===== src/plsg_pkg.sv =====
// plsg_pkg: widths, register codes and shared types of the piecewise-linear seed generator
// depends on nothing; every other file of the block imports it
`default_nettype none

package plsg_pkg;

    // field widths
    localparam int POS_W   = 20;
    localparam int IDX_W   = 6;
    localparam int CNT_W   = 7;
    localparam int FRAC_W  = 16;
    localparam int WGT_W   = FRAC_W + 1;
    localparam int DIFF_W  = POS_W + 1;
    localparam int DIVD_W  = WGT_W + FRAC_W;
    localparam int DCNT_W  = 5;

    // run length limits
    localparam int MAX_SUPPORT = 64;
    localparam int RUN_CAP     = (MAX_SUPPORT < 64) ? MAX_SUPPORT : 64;

    // apb register map
    localparam int APB_DW  = 32;
    localparam int PADDR_W = 4;

    typedef enum logic [1:0] {
        REG_POINT_COUNT   = 2'd0,
        REG_VIA_ENABLE    = 2'd1,
        REG_VIA_FRACTION  = 2'd2
    } reg_idx_t;

    localparam logic [CNT_W-1:0]  POINT_COUNT_RST   = 7'd2;
    localparam logic [FRAC_W-1:0] VIA_FRACTION_RST  = 16'd32768;

    // configuration seen by the sequencer
    typedef struct packed {
        logic [CNT_W-1:0]  point_count;
        logic              via_enable;
        logic [FRAC_W-1:0] via_fraction;
    } cfg_t;

    // divider request and status
    typedef struct packed {
        logic              start;
        logic [DIVD_W-1:0] dividend;
        logic [FRAC_W-1:0] divisor;
    } div_req_t;

    typedef struct packed {
        logic             busy;
        logic             done;
        logic [WGT_W-1:0] quotient;
    } div_stat_t;

endpackage

`default_nettype wire


===== src/plsg_if.sv =====
// plsg_if: valid/ready channel interfaces for the request and result streams
// depends on plsg_pkg
`default_nettype none

interface plsg_in_if;
    import plsg_pkg::*;

    logic                    valid;
    logic                    ready;
    logic signed [POS_W-1:0] start_pos;
    logic signed [POS_W-1:0] end_pos;
    logic signed [POS_W-1:0] via_pos;

    modport source (output valid, start_pos, end_pos, via_pos, input ready);
    modport sink   (input valid, start_pos, end_pos, via_pos, output ready);
endinterface

interface plsg_out_if;
    import plsg_pkg::*;

    logic                    valid;
    logic                    ready;
    logic signed [POS_W-1:0] position;
    logic [IDX_W-1:0]        step_index;
    logic                    last;

    modport source (output valid, position, step_index, last, input ready);
    modport sink   (input valid, position, step_index, last, output ready);
endinterface

`default_nettype wire


===== src/plsg_regs.sv =====
// plsg_regs: apb configuration registers (point count, via enable, via fraction)
// depends on plsg_pkg
`default_nettype none

module plsg_regs (
    input  wire logic                            clk,
    input  wire logic                            rst_n,
    input  wire logic                            psel,
    input  wire logic                            penable,
    input  wire logic                            pwrite,
    input  wire logic [plsg_pkg::PADDR_W-1:0]    paddr,
    input  wire logic [plsg_pkg::APB_DW-1:0]     pwdata,
    output logic      [plsg_pkg::APB_DW-1:0]     prdata,
    output logic                                 pready,
    output plsg_pkg::cfg_t                       cfg
);
    import plsg_pkg::*;

    cfg_t     cfg_reg;
    cfg_t     cfg_next;
    reg_idx_t sel_idx;
    logic     wr_en;

    assign sel_idx = reg_idx_t'(paddr[3:2]);
    assign wr_en   = psel && penable && pwrite;
    assign pready  = 1'b1;
    assign cfg     = cfg_reg;

    // register write decode
    always_comb
    begin
        cfg_next = cfg_reg;
        if (wr_en)
        begin
            case (sel_idx)
                REG_POINT_COUNT:   cfg_next.point_count   = pwdata[CNT_W-1:0];
                REG_VIA_ENABLE:    cfg_next.via_enable    = pwdata[0];
                REG_VIA_FRACTION:  cfg_next.via_fraction  = pwdata[FRAC_W-1:0];
                default:           cfg_next = cfg_reg;
            endcase
        end
    end

    always_ff @(posedge clk or negedge rst_n)
    begin
        if (!rst_n)
        begin
            cfg_reg.point_count   <= POINT_COUNT_RST;
            cfg_reg.via_enable    <= 1'b0;
            cfg_reg.via_fraction  <= VIA_FRACTION_RST;
        end
        else
        begin
            cfg_reg <= cfg_next;
        end
    end

    // read mux
    always_comb
    begin
        case (sel_idx)
            REG_POINT_COUNT:   prdata = {{(APB_DW-CNT_W){1'b0}}, cfg_reg.point_count};
            REG_VIA_ENABLE:    prdata = {{(APB_DW-1){1'b0}}, cfg_reg.via_enable};
            REG_VIA_FRACTION:  prdata = {{(APB_DW-FRAC_W){1'b0}}, cfg_reg.via_fraction};
            default:           prdata = '0;
        endcase
    end

endmodule

`default_nettype wire


===== src/plsg_div.sv =====
// plsg_div: shared radix-2 restoring divider, one quotient bit per cycle, 17 steps, then done
// depends on plsg_pkg; quotient must fit in 17 bits (dividend < divisor * 2^17)
`default_nettype none

module plsg_div (
    input  wire logic                clk,
    input  wire logic                rst_n,
    input  wire plsg_pkg::div_req_t  req,
    output plsg_pkg::div_stat_t      stat
);
    import plsg_pkg::*;

    logic              busy_reg,  busy_next;
    logic              done_reg,  done_next;
    logic [DCNT_W-1:0] cnt_reg,   cnt_next;
    logic [FRAC_W-1:0] rem_reg,   rem_next;
    logic [WGT_W-1:0]  dlo_reg,   dlo_next;
    logic [WGT_W-1:0]  q_reg,     q_next;
    logic [FRAC_W-1:0] dvs_reg,   dvs_next;
    logic [WGT_W-1:0]  trial_rem;
    logic [WGT_W:0]    trial_sub;

    // one trial subtraction per cycle
    assign trial_rem = {rem_reg, dlo_reg[WGT_W-1]};
    assign trial_sub = {1'b0, trial_rem} - {2'b00, dvs_reg};

    always_comb
    begin
        busy_next = busy_reg;
        done_next = 1'b0;
        cnt_next  = cnt_reg;
        rem_next  = rem_reg;
        dlo_next  = dlo_reg;
        q_next    = q_reg;
        dvs_next  = dvs_reg;
        if (req.start)
        begin
            busy_next = 1'b1;
            cnt_next  = '0;
            rem_next  = req.dividend[DIVD_W-1:WGT_W];
            dlo_next  = req.dividend[WGT_W-1:0];
            dvs_next  = req.divisor;
            q_next    = '0;
        end
        else if (busy_reg)
        begin
            if (!trial_sub[WGT_W])
            begin
                rem_next = trial_sub[FRAC_W-1:0];
                q_next   = {q_reg[WGT_W-2:0], 1'b1};
            end
            else
            begin
                rem_next = trial_rem[FRAC_W-1:0];
                q_next   = {q_reg[WGT_W-2:0], 1'b0};
            end
            dlo_next = {dlo_reg[WGT_W-2:0], 1'b0};
            cnt_next = cnt_reg + 1'b1;
            if (cnt_reg == DCNT_W'(WGT_W - 1))
            begin
                busy_next = 1'b0;
                done_next = 1'b1;
            end
        end
    end

    always_ff @(posedge clk or negedge rst_n)
    begin
        if (!rst_n)
        begin
            busy_reg <= 1'b0;
            done_reg <= 1'b0;
            cnt_reg  <= '0;
            rem_reg  <= '0;
            dlo_reg  <= '0;
            q_reg    <= '0;
            dvs_reg  <= '0;
        end
        else
        begin
            busy_reg <= busy_next;
            done_reg <= done_next;
            cnt_reg  <= cnt_next;
            rem_reg  <= rem_next;
            dlo_reg  <= dlo_next;
            q_reg    <= q_next;
            dvs_reg  <= dvs_next;
        end
    end

    assign stat.busy     = busy_reg;
    assign stat.done     = done_reg;
    assign stat.quotient = q_reg;

`ifndef NO_ASSERTIONS
    // done follows the final step of a running division
    a_done_after_busy: assert property (@(posedge clk) disable iff (!rst_n)
        done_reg |-> $past(busy_reg))
        else $error("divider done without a running division");

    // step counter never passes the quotient width while busy
    a_cnt_range: assert property (@(posedge clk) disable iff (!rst_n)
        busy_reg |-> (cnt_reg < DCNT_W'(WGT_W)))
        else $error("divider step count out of range");

    // a division started while idle reports done after its final quotient step
    a_latency: assert property (@(posedge clk) disable iff (!rst_n)
        (req.start && !busy_reg) |=> ##17 done_reg)
        else $error("divider latency wrong");
`endif

endmodule

`default_nettype wire


===== src/plsg_seq.sv =====
// plsg_seq: run sequencer; drives the shared divider, the blend multiplier and the result register
// depends on plsg_pkg, plsg_if
`default_nettype none

module plsg_seq (
    input  wire logic               clk,
    input  wire logic               rst_n,
    input  wire plsg_pkg::cfg_t     cfg,
    plsg_in_if.sink                 in_ch,
    plsg_out_if.source              out_ch,
    output plsg_pkg::div_req_t      div_req,
    input  wire plsg_pkg::div_stat_t div_stat
);
    import plsg_pkg::*;

    typedef enum logic [2:0] {
        ST_IDLE,
        ST_DIV_U,
        ST_DIV_W,
        ST_MUL,
        ST_EMIT
    } state_t;

    state_t                   state_reg,    state_next;
    logic [IDX_W-1:0]         step_reg,     step_next;
    logic [IDX_W-1:0]         nm1_reg,      nm1_next;
    logic signed [POS_W-1:0]  start_reg,    start_next;
    logic signed [POS_W-1:0]  end_reg,      end_next;
    logic signed [POS_W-1:0]  via_reg,      via_next;
    logic signed [POS_W-1:0]  a_reg,        a_next;
    logic signed [DIFF_W-1:0] diff_reg,     diff_next;
    logic [WGT_W-1:0]         w_reg,        w_next;
    logic [POS_W-1:0]         sh_reg,       sh_next;
    logic                     oval_reg,     oval_next;
    logic [POS_W-1:0]         opos_reg,     opos_next;
    logic [IDX_W-1:0]         oidx_reg,     oidx_next;
    logic                     olast_reg,    olast_next;

    logic [IDX_W-1:0]         nm1_cfg;
    logic [FRAC_W-1:0]        frac_eff;
    logic [FRAC_W-1:0]        frac_rest;
    logic [WGT_W-1:0]         u_q;
    logic [WGT_W-1:0]         u_minus_f;
    logic signed [DIFF_W+WGT_W:0] mul_full;
    logic                     slot_free;
    logic                     is_last;

    // effective run length minus one and via fraction
    always_comb
    begin
        if (cfg.point_count < CNT_W'(2))
            nm1_cfg = IDX_W'(1);
        else if (cfg.point_count > CNT_W'(RUN_CAP))
            nm1_cfg = IDX_W'(RUN_CAP - 1);
        else
            nm1_cfg = IDX_W'(cfg.point_count - 1'b1);
    end

    assign frac_eff  = (cfg.via_fraction == '0) ? FRAC_W'(1) : cfg.via_fraction;
    assign frac_rest = FRAC_W'(18'd65536 - {2'b00, frac_eff});
    assign u_q       = div_stat.quotient;
    assign u_minus_f = u_q - {1'b0, frac_eff};

    // blend multiplier: (b - a) * w, scaled down by 2^16
    assign mul_full  = diff_reg * $signed({1'b0, w_reg});

    assign slot_free = !oval_reg || out_ch.ready;
    assign is_last   = (step_reg == nm1_reg);

    always_comb
    begin
        state_next = state_reg;
        step_next  = step_reg;
        nm1_next   = nm1_reg;
        start_next = start_reg;
        end_next   = end_reg;
        via_next   = via_reg;
        a_next     = a_reg;
        diff_next  = diff_reg;
        w_next     = w_reg;
        sh_next    = sh_reg;
        oval_next  = oval_reg;
        opos_next  = opos_reg;
        oidx_next  = oidx_reg;
        olast_next = olast_reg;
        div_req.start    = 1'b0;
        div_req.dividend = '0;
        div_req.divisor  = '0;

        // result register drains independently of the sequencer
        if (oval_reg && out_ch.ready)
            oval_next = 1'b0;

        case (state_reg)
            ST_IDLE:
            begin
                // latch the request and start the run fraction for step zero
                if (in_ch.valid)
                begin
                    start_next = in_ch.start_pos;
                    end_next   = in_ch.end_pos;
                    via_next   = in_ch.via_pos;
                    nm1_next   = nm1_cfg;
                    step_next  = '0;
                    div_req.start    = 1'b1;
                    div_req.dividend = '0;
                    div_req.divisor  = {{(FRAC_W-IDX_W){1'b0}}, nm1_cfg};
                    state_next = ST_DIV_U;
                end
            end
            ST_DIV_U:
            begin
                // run fraction ready: pick the segment and its local weight
                if (div_stat.done)
                begin
                    if (!cfg.via_enable)
                    begin
                        w_next     = u_q;
                        a_next     = start_reg;
                        diff_next  = DIFF_W'(end_reg) - DIFF_W'(start_reg);
                        state_next = ST_MUL;
                    end
                    else if (u_q <= {1'b0, frac_eff})
                    begin
                        a_next     = start_reg;
                        diff_next  = DIFF_W'(via_reg) - DIFF_W'(start_reg);
                        div_req.start    = 1'b1;
                        div_req.dividend = {u_q, {FRAC_W{1'b0}}};
                        div_req.divisor  = frac_eff;
                        state_next = ST_DIV_W;
                    end
                    else
                    begin
                        a_next     = via_reg;
                        diff_next  = DIFF_W'(end_reg) - DIFF_W'(via_reg);
                        div_req.start    = 1'b1;
                        div_req.dividend = {u_minus_f, {FRAC_W{1'b0}}};
                        div_req.divisor  = frac_rest;
                        state_next = ST_DIV_W;
                    end
                end
            end
            ST_DIV_W:
            begin
                if (div_stat.done)
                begin
                    w_next     = u_q;
                    state_next = ST_MUL;
                end
            end
            ST_MUL:
            begin
                sh_next    = mul_full[35:16];
                state_next = ST_EMIT;
            end
            ST_EMIT:
            begin
                // load the result register, then the next step or back to idle
                if (slot_free)
                begin
                    oval_next  = 1'b1;
                    opos_next  = POS_W'(a_reg) + sh_reg;
                    oidx_next  = step_reg;
                    olast_next = is_last;
                    if (is_last)
                    begin
                        step_next  = '0;
                        state_next = ST_IDLE;
                    end
                    else
                    begin
                        step_next  = step_reg + 1'b1;
                        div_req.start    = 1'b1;
                        div_req.dividend = {{(DIVD_W-IDX_W-FRAC_W){1'b0}},
                                            step_reg + 1'b1, {FRAC_W{1'b0}}};
                        div_req.divisor  = {{(FRAC_W-IDX_W){1'b0}}, nm1_reg};
                        state_next = ST_DIV_U;
                    end
                end
            end
            default:
            begin
                state_next = ST_IDLE;
            end
        endcase
    end

    always_ff @(posedge clk or negedge rst_n)
    begin
        if (!rst_n)
        begin
            state_reg <= ST_IDLE;
            step_reg  <= '0;
            nm1_reg   <= IDX_W'(1);
            start_reg <= '0;
            end_reg   <= '0;
            via_reg   <= '0;
            a_reg     <= '0;
            diff_reg  <= '0;
            w_reg     <= '0;
            sh_reg    <= '0;
            oval_reg  <= 1'b0;
            opos_reg  <= '0;
            oidx_reg  <= '0;
            olast_reg <= 1'b0;
        end
        else
        begin
            state_reg <= state_next;
            step_reg  <= step_next;
            nm1_reg   <= nm1_next;
            start_reg <= start_next;
            end_reg   <= end_next;
            via_reg   <= via_next;
            a_reg     <= a_next;
            diff_reg  <= diff_next;
            w_reg     <= w_next;
            sh_reg    <= sh_next;
            oval_reg  <= oval_next;
            opos_reg  <= opos_next;
            oidx_reg  <= oidx_next;
            olast_reg <= olast_next;
        end
    end

    assign in_ch.ready       = (state_reg == ST_IDLE);
    assign out_ch.valid      = oval_reg;
    assign out_ch.position   = opos_reg;
    assign out_ch.step_index = oidx_reg;
    assign out_ch.last       = olast_reg;

`ifndef NO_ASSERTIONS
    // the shared divider is never restarted mid-division
    a_div_free: assert property (@(posedge clk) disable iff (!rst_n)
        div_req.start |-> !div_stat.busy)
        else $error("divider started while busy");

    // divider results only arrive while the sequencer waits for them
    a_done_state: assert property (@(posedge clk) disable iff (!rst_n)
        div_stat.done |-> (state_reg == ST_DIV_U || state_reg == ST_DIV_W))
        else $error("divider result in wrong state");

    // loading the final result of a run returns the block to idle
    a_last_idle: assert property (@(posedge clk) disable iff (!rst_n)
        (state_reg == ST_EMIT && slot_free && is_last) |=> in_ch.ready)
        else $error("run did not end after its final result");
`endif

endmodule

`default_nettype wire


===== src/piecewise_linear_seed_generator_top.sv =====
// piecewise_linear_seed_generator_top: top level of the seed generator
// depends on plsg_pkg, plsg_if, plsg_regs, plsg_div, plsg_seq
//
//   channel  | dir | handshake           | payload
//   ---------+-----+---------------------+------------------------------------
//   in_ch    | in  | valid/ready         | start_pos, end_pos, via_pos (s20 q3.16)
//   out_ch   | out | valid/ready         | position (s20), step_index (6), last
//   apb      | in  | psel/penable/pready | point_count, via_enable, via_fraction
//
// each request yields n results, n = point_count clamped to 2..64
// each result takes one pass of the shared divider (17 quotient bits, then done)
// for the run fraction, a second for the local weight when the via point is on,
// then the multiply state and the emit state, which loads the result register
// the request port is ready only while idle; the result register lets the
// next request in while the final result waits, a stalled result holds the run
// rst_n clears control state and loads register reset values at once
`default_nettype none

module piecewise_linear_seed_generator_top (
    input  wire logic                            clk,
    input  wire logic                            rst_n,
    input  wire logic                            psel,
    input  wire logic                            penable,
    input  wire logic                            pwrite,
    input  wire logic [plsg_pkg::PADDR_W-1:0]    paddr,
    input  wire logic [plsg_pkg::APB_DW-1:0]     pwdata,
    output logic      [plsg_pkg::APB_DW-1:0]     prdata,
    output logic                                 pready,
    plsg_in_if.sink                              in_ch,
    plsg_out_if.source                           out_ch
);
    import plsg_pkg::*;

    cfg_t      cfg;
    div_req_t  div_req;
    div_stat_t div_stat;

    // configuration registers
    plsg_regs u_regs (
        .clk     (clk),
        .rst_n   (rst_n),
        .psel    (psel),
        .penable (penable),
        .pwrite  (pwrite),
        .paddr   (paddr),
        .pwdata  (pwdata),
        .prdata  (prdata),
        .pready  (pready),
        .cfg     (cfg)
    );

    // shared divider
    plsg_div u_div (
        .clk   (clk),
        .rst_n (rst_n),
        .req   (div_req),
        .stat  (div_stat)
    );

    // sequencer and blend datapath
    plsg_seq u_seq (
        .clk      (clk),
        .rst_n    (rst_n),
        .cfg      (cfg),
        .in_ch    (in_ch),
        .out_ch   (out_ch),
        .div_req  (div_req),
        .div_stat (div_stat)
    );

endmodule

`default_nettype wire

===== src/flat_wrapper.sv =====
// flat-port wrapper written by rule: the top's interface ports become plain ports
module piecewise_linear_seed_generator_top_flat import plsg_pkg::*;
  (clk, rst_n, psel, penable, pwrite, paddr, pwdata, prdata, pready, in_ch_valid, in_ch_start_pos, in_ch_end_pos, in_ch_via_pos, in_ch_ready, out_ch_valid, out_ch_position, out_ch_step_index, out_ch_last, out_ch_ready);
  plsg_in_if in_ch_i ();
  plsg_out_if out_ch_i ();
  input  wire logic clk;
  input  wire logic rst_n;
  input  wire logic psel;
  input  wire logic penable;
  input  wire logic pwrite;
  input  wire logic [plsg_pkg::PADDR_W-1:0] paddr;
  input  wire logic [plsg_pkg::APB_DW-1:0] pwdata;
  output logic      [plsg_pkg::APB_DW-1:0] prdata;
  output logic pready;
  input wire logic [$bits(in_ch_i.valid)-1:0] in_ch_valid;
  input wire logic [$bits(in_ch_i.start_pos)-1:0] in_ch_start_pos;
  input wire logic [$bits(in_ch_i.end_pos)-1:0] in_ch_end_pos;
  input wire logic [$bits(in_ch_i.via_pos)-1:0] in_ch_via_pos;
  output wire logic [$bits(in_ch_i.ready)-1:0] in_ch_ready;
  output wire logic [$bits(out_ch_i.valid)-1:0] out_ch_valid;
  output wire logic [$bits(out_ch_i.position)-1:0] out_ch_position;
  output wire logic [$bits(out_ch_i.step_index)-1:0] out_ch_step_index;
  output wire logic [$bits(out_ch_i.last)-1:0] out_ch_last;
  input wire logic [$bits(out_ch_i.ready)-1:0] out_ch_ready;
  assign in_ch_i.valid = in_ch_valid;
  assign in_ch_i.start_pos = in_ch_start_pos;
  assign in_ch_i.end_pos = in_ch_end_pos;
  assign in_ch_i.via_pos = in_ch_via_pos;
  assign in_ch_ready = in_ch_i.ready;
  assign out_ch_valid = out_ch_i.valid;
  assign out_ch_position = out_ch_i.position;
  assign out_ch_step_index = out_ch_i.step_index;
  assign out_ch_last = out_ch_i.last;
  assign out_ch_i.ready = out_ch_ready;
  piecewise_linear_seed_generator_top u_core (.clk(clk), .rst_n(rst_n), .psel(psel), .penable(penable), .pwrite(pwrite), .paddr(paddr), .pwdata(pwdata), .prdata(prdata), .pready(pready), .in_ch(in_ch_i), .out_ch(out_ch_i));
endmodule

===== config.mk =====
export PLATFORM = sky130hd
export DESIGN_NAME = piecewise_linear_seed_generator_top_flat
export DESIGN_NICKNAME = d
export VERILOG_FILES = /design/src/plsg_pkg.sv /design/src/plsg_if.sv /design/src/plsg_regs.sv /design/src/plsg_div.sv /design/src/plsg_seq.sv /design/src/piecewise_linear_seed_generator_top.sv /design/src/flat_wrapper.sv
export SDC_FILE = /design/constraint.sdc
export NUM_CORES = 2
export LEC_CHECK = 0
export BUFFER_PORTS_ARGS = -buffer_cell sky130_fd_sc_hd__buf_2
export CAP_MARGIN = 20
export CORE_ASPECT_RATIO = 0.9
export CORE_MARGIN = 1.5
export CORE_UTILIZATION = 50
export DETAILED_ROUTE_END_ITERATION = 10
export PLACE_DENSITY = 0.76
export SETUP_SLACK_MARGIN = 0.4
export SYNTH_ARGS = -nofsm -noshare
export SYNTH_HDL_FRONTEND = slang
export SYNTH_SLANG_ARGS = --single-unit

===== constraint.sdc =====
create_clock -name clk -period 6.45 [get_ports clk]
set_input_delay 0.645 -clock clk [delete_from_list [all_inputs] [get_ports clk]]
set_output_delay 0.645 -clock clk [all_outputs]
set_load 0.05 [all_outputs]

After elaboration in Yosys (flattened, before gate mapping) --
Index checks and enable logic that the tools add are counted.
Cells by class: $add $sub $neg 10, multipliers 1, magnitude comparators 3, eq/ne operators 13, muxes and demuxes 49, reduce and logical (&&, ||, !) cells 20
Operators by type and width (number):
- 2-to-1 mux 50 bit | 5
- case mux 50 bit (3 select lines) | 1
- 2-to-1 mux 17 bit | 7
- 2-to-1 mux 16 bit | 4
- subtractor 20 x 20 -> 21 bit | 3
- 2-to-1 mux 49 bit | 1
- case mux 16 bit (3 select lines) | 1
- 2-to-1 mux 21 bit | 2
- 2-to-1 mux 20 bit | 2
- multiplier 21 x 18 -> 36 bit | 1
- case mux 17 bit (2 select lines) | 1
- 2-to-1 mux 6 bit | 5
- adder 20 bit | 1
- subtractor 17 x 16 -> 18 bit | 1
- <= comparator 17 x 16 -> 1 bit | 1
- subtractor 17 x 16 -> 17 bit | 1
- logical NOT 16 bit | 1
- subtractor 1 x 16 -> 16 bit, first input constant | 1
- case mux 3 bit (5 select lines) | 1
- 2-to-1 mux 1 bit | 12
- 2-to-1 mux 3 bit | 4
- case mux 6 bit (2 select lines) | 1
- AND reduction 2 bit | 6
- 2-to-1 mux 5 bit | 2
- 22 further kinds | 31
Storage, ports and cells: bits in registers 278, input bits 103, output and inout bits 62, word-level logic and storage cells 120

Longest topological paths before layout --
depth in word-level cells 8, gate-level depth with buffers 24, mapped depth without buffers 23

Hierarchy --
A second synthesis with hierarchy kept.
Unflattened totals: cell total of the unflattened synthesis 3410, area total of the unflattened synthesis 30001.3 um2
Modules (own cells, without submodules):
- plsg_seq | instances 1, cells an instance 2882, area each 24667.4 um2
- plsg_div | instances 1, cells an instance 429, area each 4090.2 um2
- plsg_regs | instances 1, cells an instance 99, area each 1243.7 um2

Worst setup path after synthesis --
No wires, ideal clock.
kind flip-flop to flip-flop, start point reg u_core.u_seq.diff_reg[7], end point reg u_core.u_seq.sh_reg[18], data arrival time 5.880 ns, required time 6.304 ns, path slack 0.424 ns, cell stages (with the launch flop) 23, path buffers 1, period minus slack after synthesis 6.026 ns, path through dfrtp_1 clkbuf_1 nand2_1 fa_1 inv_1 fa_1 inv_1 fa_1 inv_1 fa_1 fa_1 inv_1 fa_1 inv_1 ha_1 o2111ai_1 nand3b_1 a31oi_1 a21oi_1 o31ai_1 a211oi_1 mux2i_1 o311ai_0
Between the ends: cells in the longest elaborated chain, start to end 1
Ends and longest elaborated chain:
- from (decl) | RTL line plsg_seq.sv:31 | logic signed [DIFF_W-1:0] diff_reg, diff_next;
- from (signal assigned) | RTL line plsg_seq.sv:216 | diff_reg <= diff_next;
- multiplier 21 x 18 -> 36 bit | RTL line plsg_seq.sv:65 | assign mul_full = diff_reg * $signed({1'b0, w_reg});
- to (signal assigned) | RTL line plsg_seq.sv:218 | sh_reg <= sh_next;
- to (decl) | RTL line plsg_seq.sv:33 | logic [POS_W-1:0] sh_reg, sh_next;
No other way between the ends. A chain may end at the register's enable or synchronous reset.

Worst setup path in the final report --
start point reg u_core.u_seq.w_reg[8], end point reg u_core.u_seq.sh_reg[18]
Between the ends: cells in the longest elaborated chain, start to end 1
Ends and longest elaborated chain:
- from (decl) | RTL line plsg_seq.sv:32 | logic [WGT_W-1:0] w_reg, w_next;
- from (signal assigned) | RTL line plsg_seq.sv:217 | w_reg <= w_next;
- multiplier 21 x 18 -> 36 bit | RTL line plsg_seq.sv:65
No other way between the ends.

==> flow_metrics.py <==
metrics = {
    "timing": {
        "setup_viol_count_final": 0,
        "finalSetupTns_ns": 0,
        "fin_crit_sh": 0.9452,
        "setup_ws_ns": 0.3532,
        "slew_violations": 0,
        "hold_violations": 0,
        "tightestPinTransition_ns": 1.097,
        "finalHoldWorstSlack_ns": 0.1499,
        "rsz0062_at_grt": "yes",
        "timing.fmax_mhz": 164.0,
        "relSlewSlack": 0.2660,
        "finalClockSkew_ns": 0.01245,
        "fin_crit_ns": 6.097,
    },
    "worst_setup_path": {
        "slowest_stage": "fa_1",
        "criticalPathCategory": "reg2reg",
        "crit_top_cell": "fa_1",
        "worst-path-max-fanout": 7,
        "critPathCaptureType": "flop",
        "crit_buf_inv": 7,
        "slowest_delay_ns": 0.56,
        "cpLargestDelayFamily": "adder cells",
        "crit_path_start_kind": "flop",
        "critPathRequiredTime_ns": 6.90,
        "path_cells": "buf_6, buf_6, and2_4, fa_1, inv_1, fa_1, fa_1, inv_2, fa_1, fa_1, inv_1, fa_1, inv_2, ha_4, a21o_1, a21o_1, a21oi_2, nor2_1, a211oi_2, o31ai_2, buf_4, a211oi_4, mux2i_1, o311ai_1",
        "critPathArrivalTime_ns": 6.54,
    },
    "cts": {
        "root_buffer": "clkbuf_16",
        "h-tree-depth": 1,
        "clock-sinks": 262,
        "cts_buffers": 30,
        "clock_latency_ns": 0.58,
        "clkSlewWorstSetupHoldPaths_ns": 0.06,
        "cts_tree": "built",
        "clock_path_buffers": 3,
    },
    "synthesis": {
        "syn_inst": 3208,
        "ys_types": 89,
        "syn_area_mm2": 0.02869,
        "syn_avg_cell_area_um2": 8.943,
        "ys_ff_latch": 262,
        "synth-edff-count": 0,
        "synth_ff_type": "dfrtp_1",
        "ys_async_sr_fraction": 1.000,
        "ys_seq_area_frac": 0.2287,
        "ys_warn_count": 0,
    },
    "finish": {
        "fin_area_mm2": 0.03242,
        "fin_nets": 4038,
        "num-fill-cells": 4953,
        "drive_gt1_frac": 0.1396,
        "final_common_cell": "inv_1",
        "largest_reg_flops": 24,
        "fin_cells": 4181,
        "areaGrowthSynthToFinish_pct": 13.02,
        "antenna_cells": 0,
        "final_util": 0.5698,
        "final_cell_mix": "inv_1 (504), nand2_1 (445), fa_1 (331)",
    },
    "detailed_routing": {
        "vias": 22904,
        "post_drt_wl_per_cell_um": 17.82,
        "first_pass_iters": 5,
        "routed_via_density": 5.478,
        "drt_iter0_drc": 1807,
        "drc": 0,
        "wl_um": 74520,
        "ant_nets": 0,
    },
    "worst_hold_path": {
        "hp-class": "in2async",
    },
    "power": {
        "powerDensity_mw_per_mm2": 516.9,
        "p_leak_nw": 16.42,
        "power_mw": 16.76,
        "ir_drop_mv": 0.3025,
    },
    "grt": {
        "grt_max_degree": 150,
        "grt_pass1_vias": 22799,
        "grt_pass1_wl_um": 120300,
        "overflow": 0,
        "antenna_found_initial": 1,
        "grt_usage": 0.2543,
    },
    "placed_design": {
        "dpl_cell_area_mm2": 0.03079,
        "dp_cells": 4097,
        "gp_congestion": 0.9144,
        "port_buffers": 129,
        "pre_cts_slack_ns": -0.1760,
        "place_hpwl_um": 57680,
    },
    "floorplan": {
        "io_pins": 165,
        "fp.dieH_um": 230.2,
        "fp.dieW_um": 255.5,
        "core_mm2": 0.05691,
        "start_util": 0.5041,
        "fp.dieArea_mm2": 0.05883,
        "rows": 83,
    },
    "job": {
        "drv_cap": 0,
    },
    "status": {
        "outcome": "complete, no violations",
    },
}
layout make-up:
cell class	instances	area, um^2	area share
Multi-Input combinational cell	2308	19930	0.6148
Timing Repair Buffer	279	1958	0.06039
Tap cell	765	957.2	0.02952
Inverter	511	1918	0.05916
Clock inverter	14	186.4	0.005750
Clock buffer	42	877.1	0.02705
Sequential cell	262	6594	0.2034
final timing paths:
| kind | from | end | slack (ns) | cells past startpoint |
|---|---|---|---|---|
| worst min register to register | u_core.u_seq.out_ch.position[15]$_DFFE_PN0P_ | u_core.u_seq.out_ch.position[15]$_DFFE_PN0P_ | 0.47 | 2 |
| worst max register to register | u_core.u_seq.w_reg[8]$_DFFE_PN0P_ | u_core.u_seq.sh_reg[18]$_DFFE_PN0P_ | 0.35 | 24 |
| min in group clk | in_ch_end_pos[6] | u_core.u_seq.end_reg[6]$_DFFE_PN0P_ | 0.25 | 3 |
| worst max-delay path | u_core.u_seq.w_reg[8]$_DFFE_PN0P_ | u_core.u_seq.sh_reg[18]$_DFFE_PN0P_ | 0.35 | 24 |
| max in group asynchronous | rst_n | u_core.u_seq.w_reg[10]$_DFFE_PN0P_ | 4.93 | 2 |
| worst min-delay path | rst_n | u_core.u_seq.end_reg[8]$_DFFE_PN0P_ | 0.15 | 1 |
worst register-to-register path, stage by stage (launching register included):
cell,delay (ns)
dfrtp_2,0.47
buf_6,0.15
buf_6,0.10
and2_4,0.14
fa_1,0.49
inv_1,0.05
fa_1,0.48
fa_1,0.56
inv_2,0.05
fa_1,0.51
fa_1,0.51
inv_1,0.05
fa_1,0.51
inv_2,0.04
ha_4,0.21
a21o_1,0.15
a21o_1,0.16
a21oi_2,0.15
nor2_1,0.07
a211oi_2,0.24
o31ai_2,0.10
buf_4,0.18
a211oi_4,0.26
mux2i_1,0.22
o311ai_1,0.11
Yosys cell counts, drive strengths merged (44+ instances only):
library cell | n | share of area
nor2 | 128 | 0.017
xnor2 | 95 | 0.029
inv | 510 | 0.067
a21o | 45 | 0.012
mux2i | 54 | 0.019
a21oi | 103 | 0.018
clkbuf | 114 | 0.015
xor2 | 44 | 0.013
fa | 340 | 0.24
dfrtp | 259 | 0.23
nand2 | 449 | 0.059
and2 | 187 | 0.041
o21ai | 215 | 0.038
nor3 | 46 | 0.0086
ha | 203 | 0.089
timing repair:
action                                 in CTS  in global routing
setup endpoints to repair                  14                 13
setup buffers                               8                 18
pin swaps                                  16                 33
hold buffers                                0                  0
gates cloned                                0                  1
resized for setup                          57                 43
endpoints found under the hold margin       0                  0
power breakdown:
group          total [mW]  leakage, nW  switching [mW]  internal (mW)
clock network        1.83        0.520           0.719           1.11
registers            3.07         3.35           0.821           2.25
logic                11.9         12.6            6.83           5.03
total                16.8         16.4            8.37           8.39
cells by family after synthesis:
| kind of cell | after synthesis | share of synthesized area |
|---|---|---|
| muxes | 96 | 0.03585 |
| adders and majority gates | 543 | 0.3258 |
| and+or+nand+nor | 950 | 0.1562 |
| AOI/OAI and AO/OA | 563 | 0.1225 |
| xor gates and xnor gates | 139 | 0.04244 |
| DFF | 262 | 0.2287 |
| other | 2 | 0.0002618 |
| buffers and inverters | 653 | 0.08832 |
routing by layer:
layer | GRT usage | vias up | routed length (um)
met5 | 0 | - | 0
li1 | - | 10676 | -
met2 | 0.4109 | 780 | 34220
met3 | 0.05159 | 168 | 6059
met1 | 0.3470 | 11280 | 31890
met4 | 0.07212 | 0 | 2346
(Power assumes the default switching activity.)
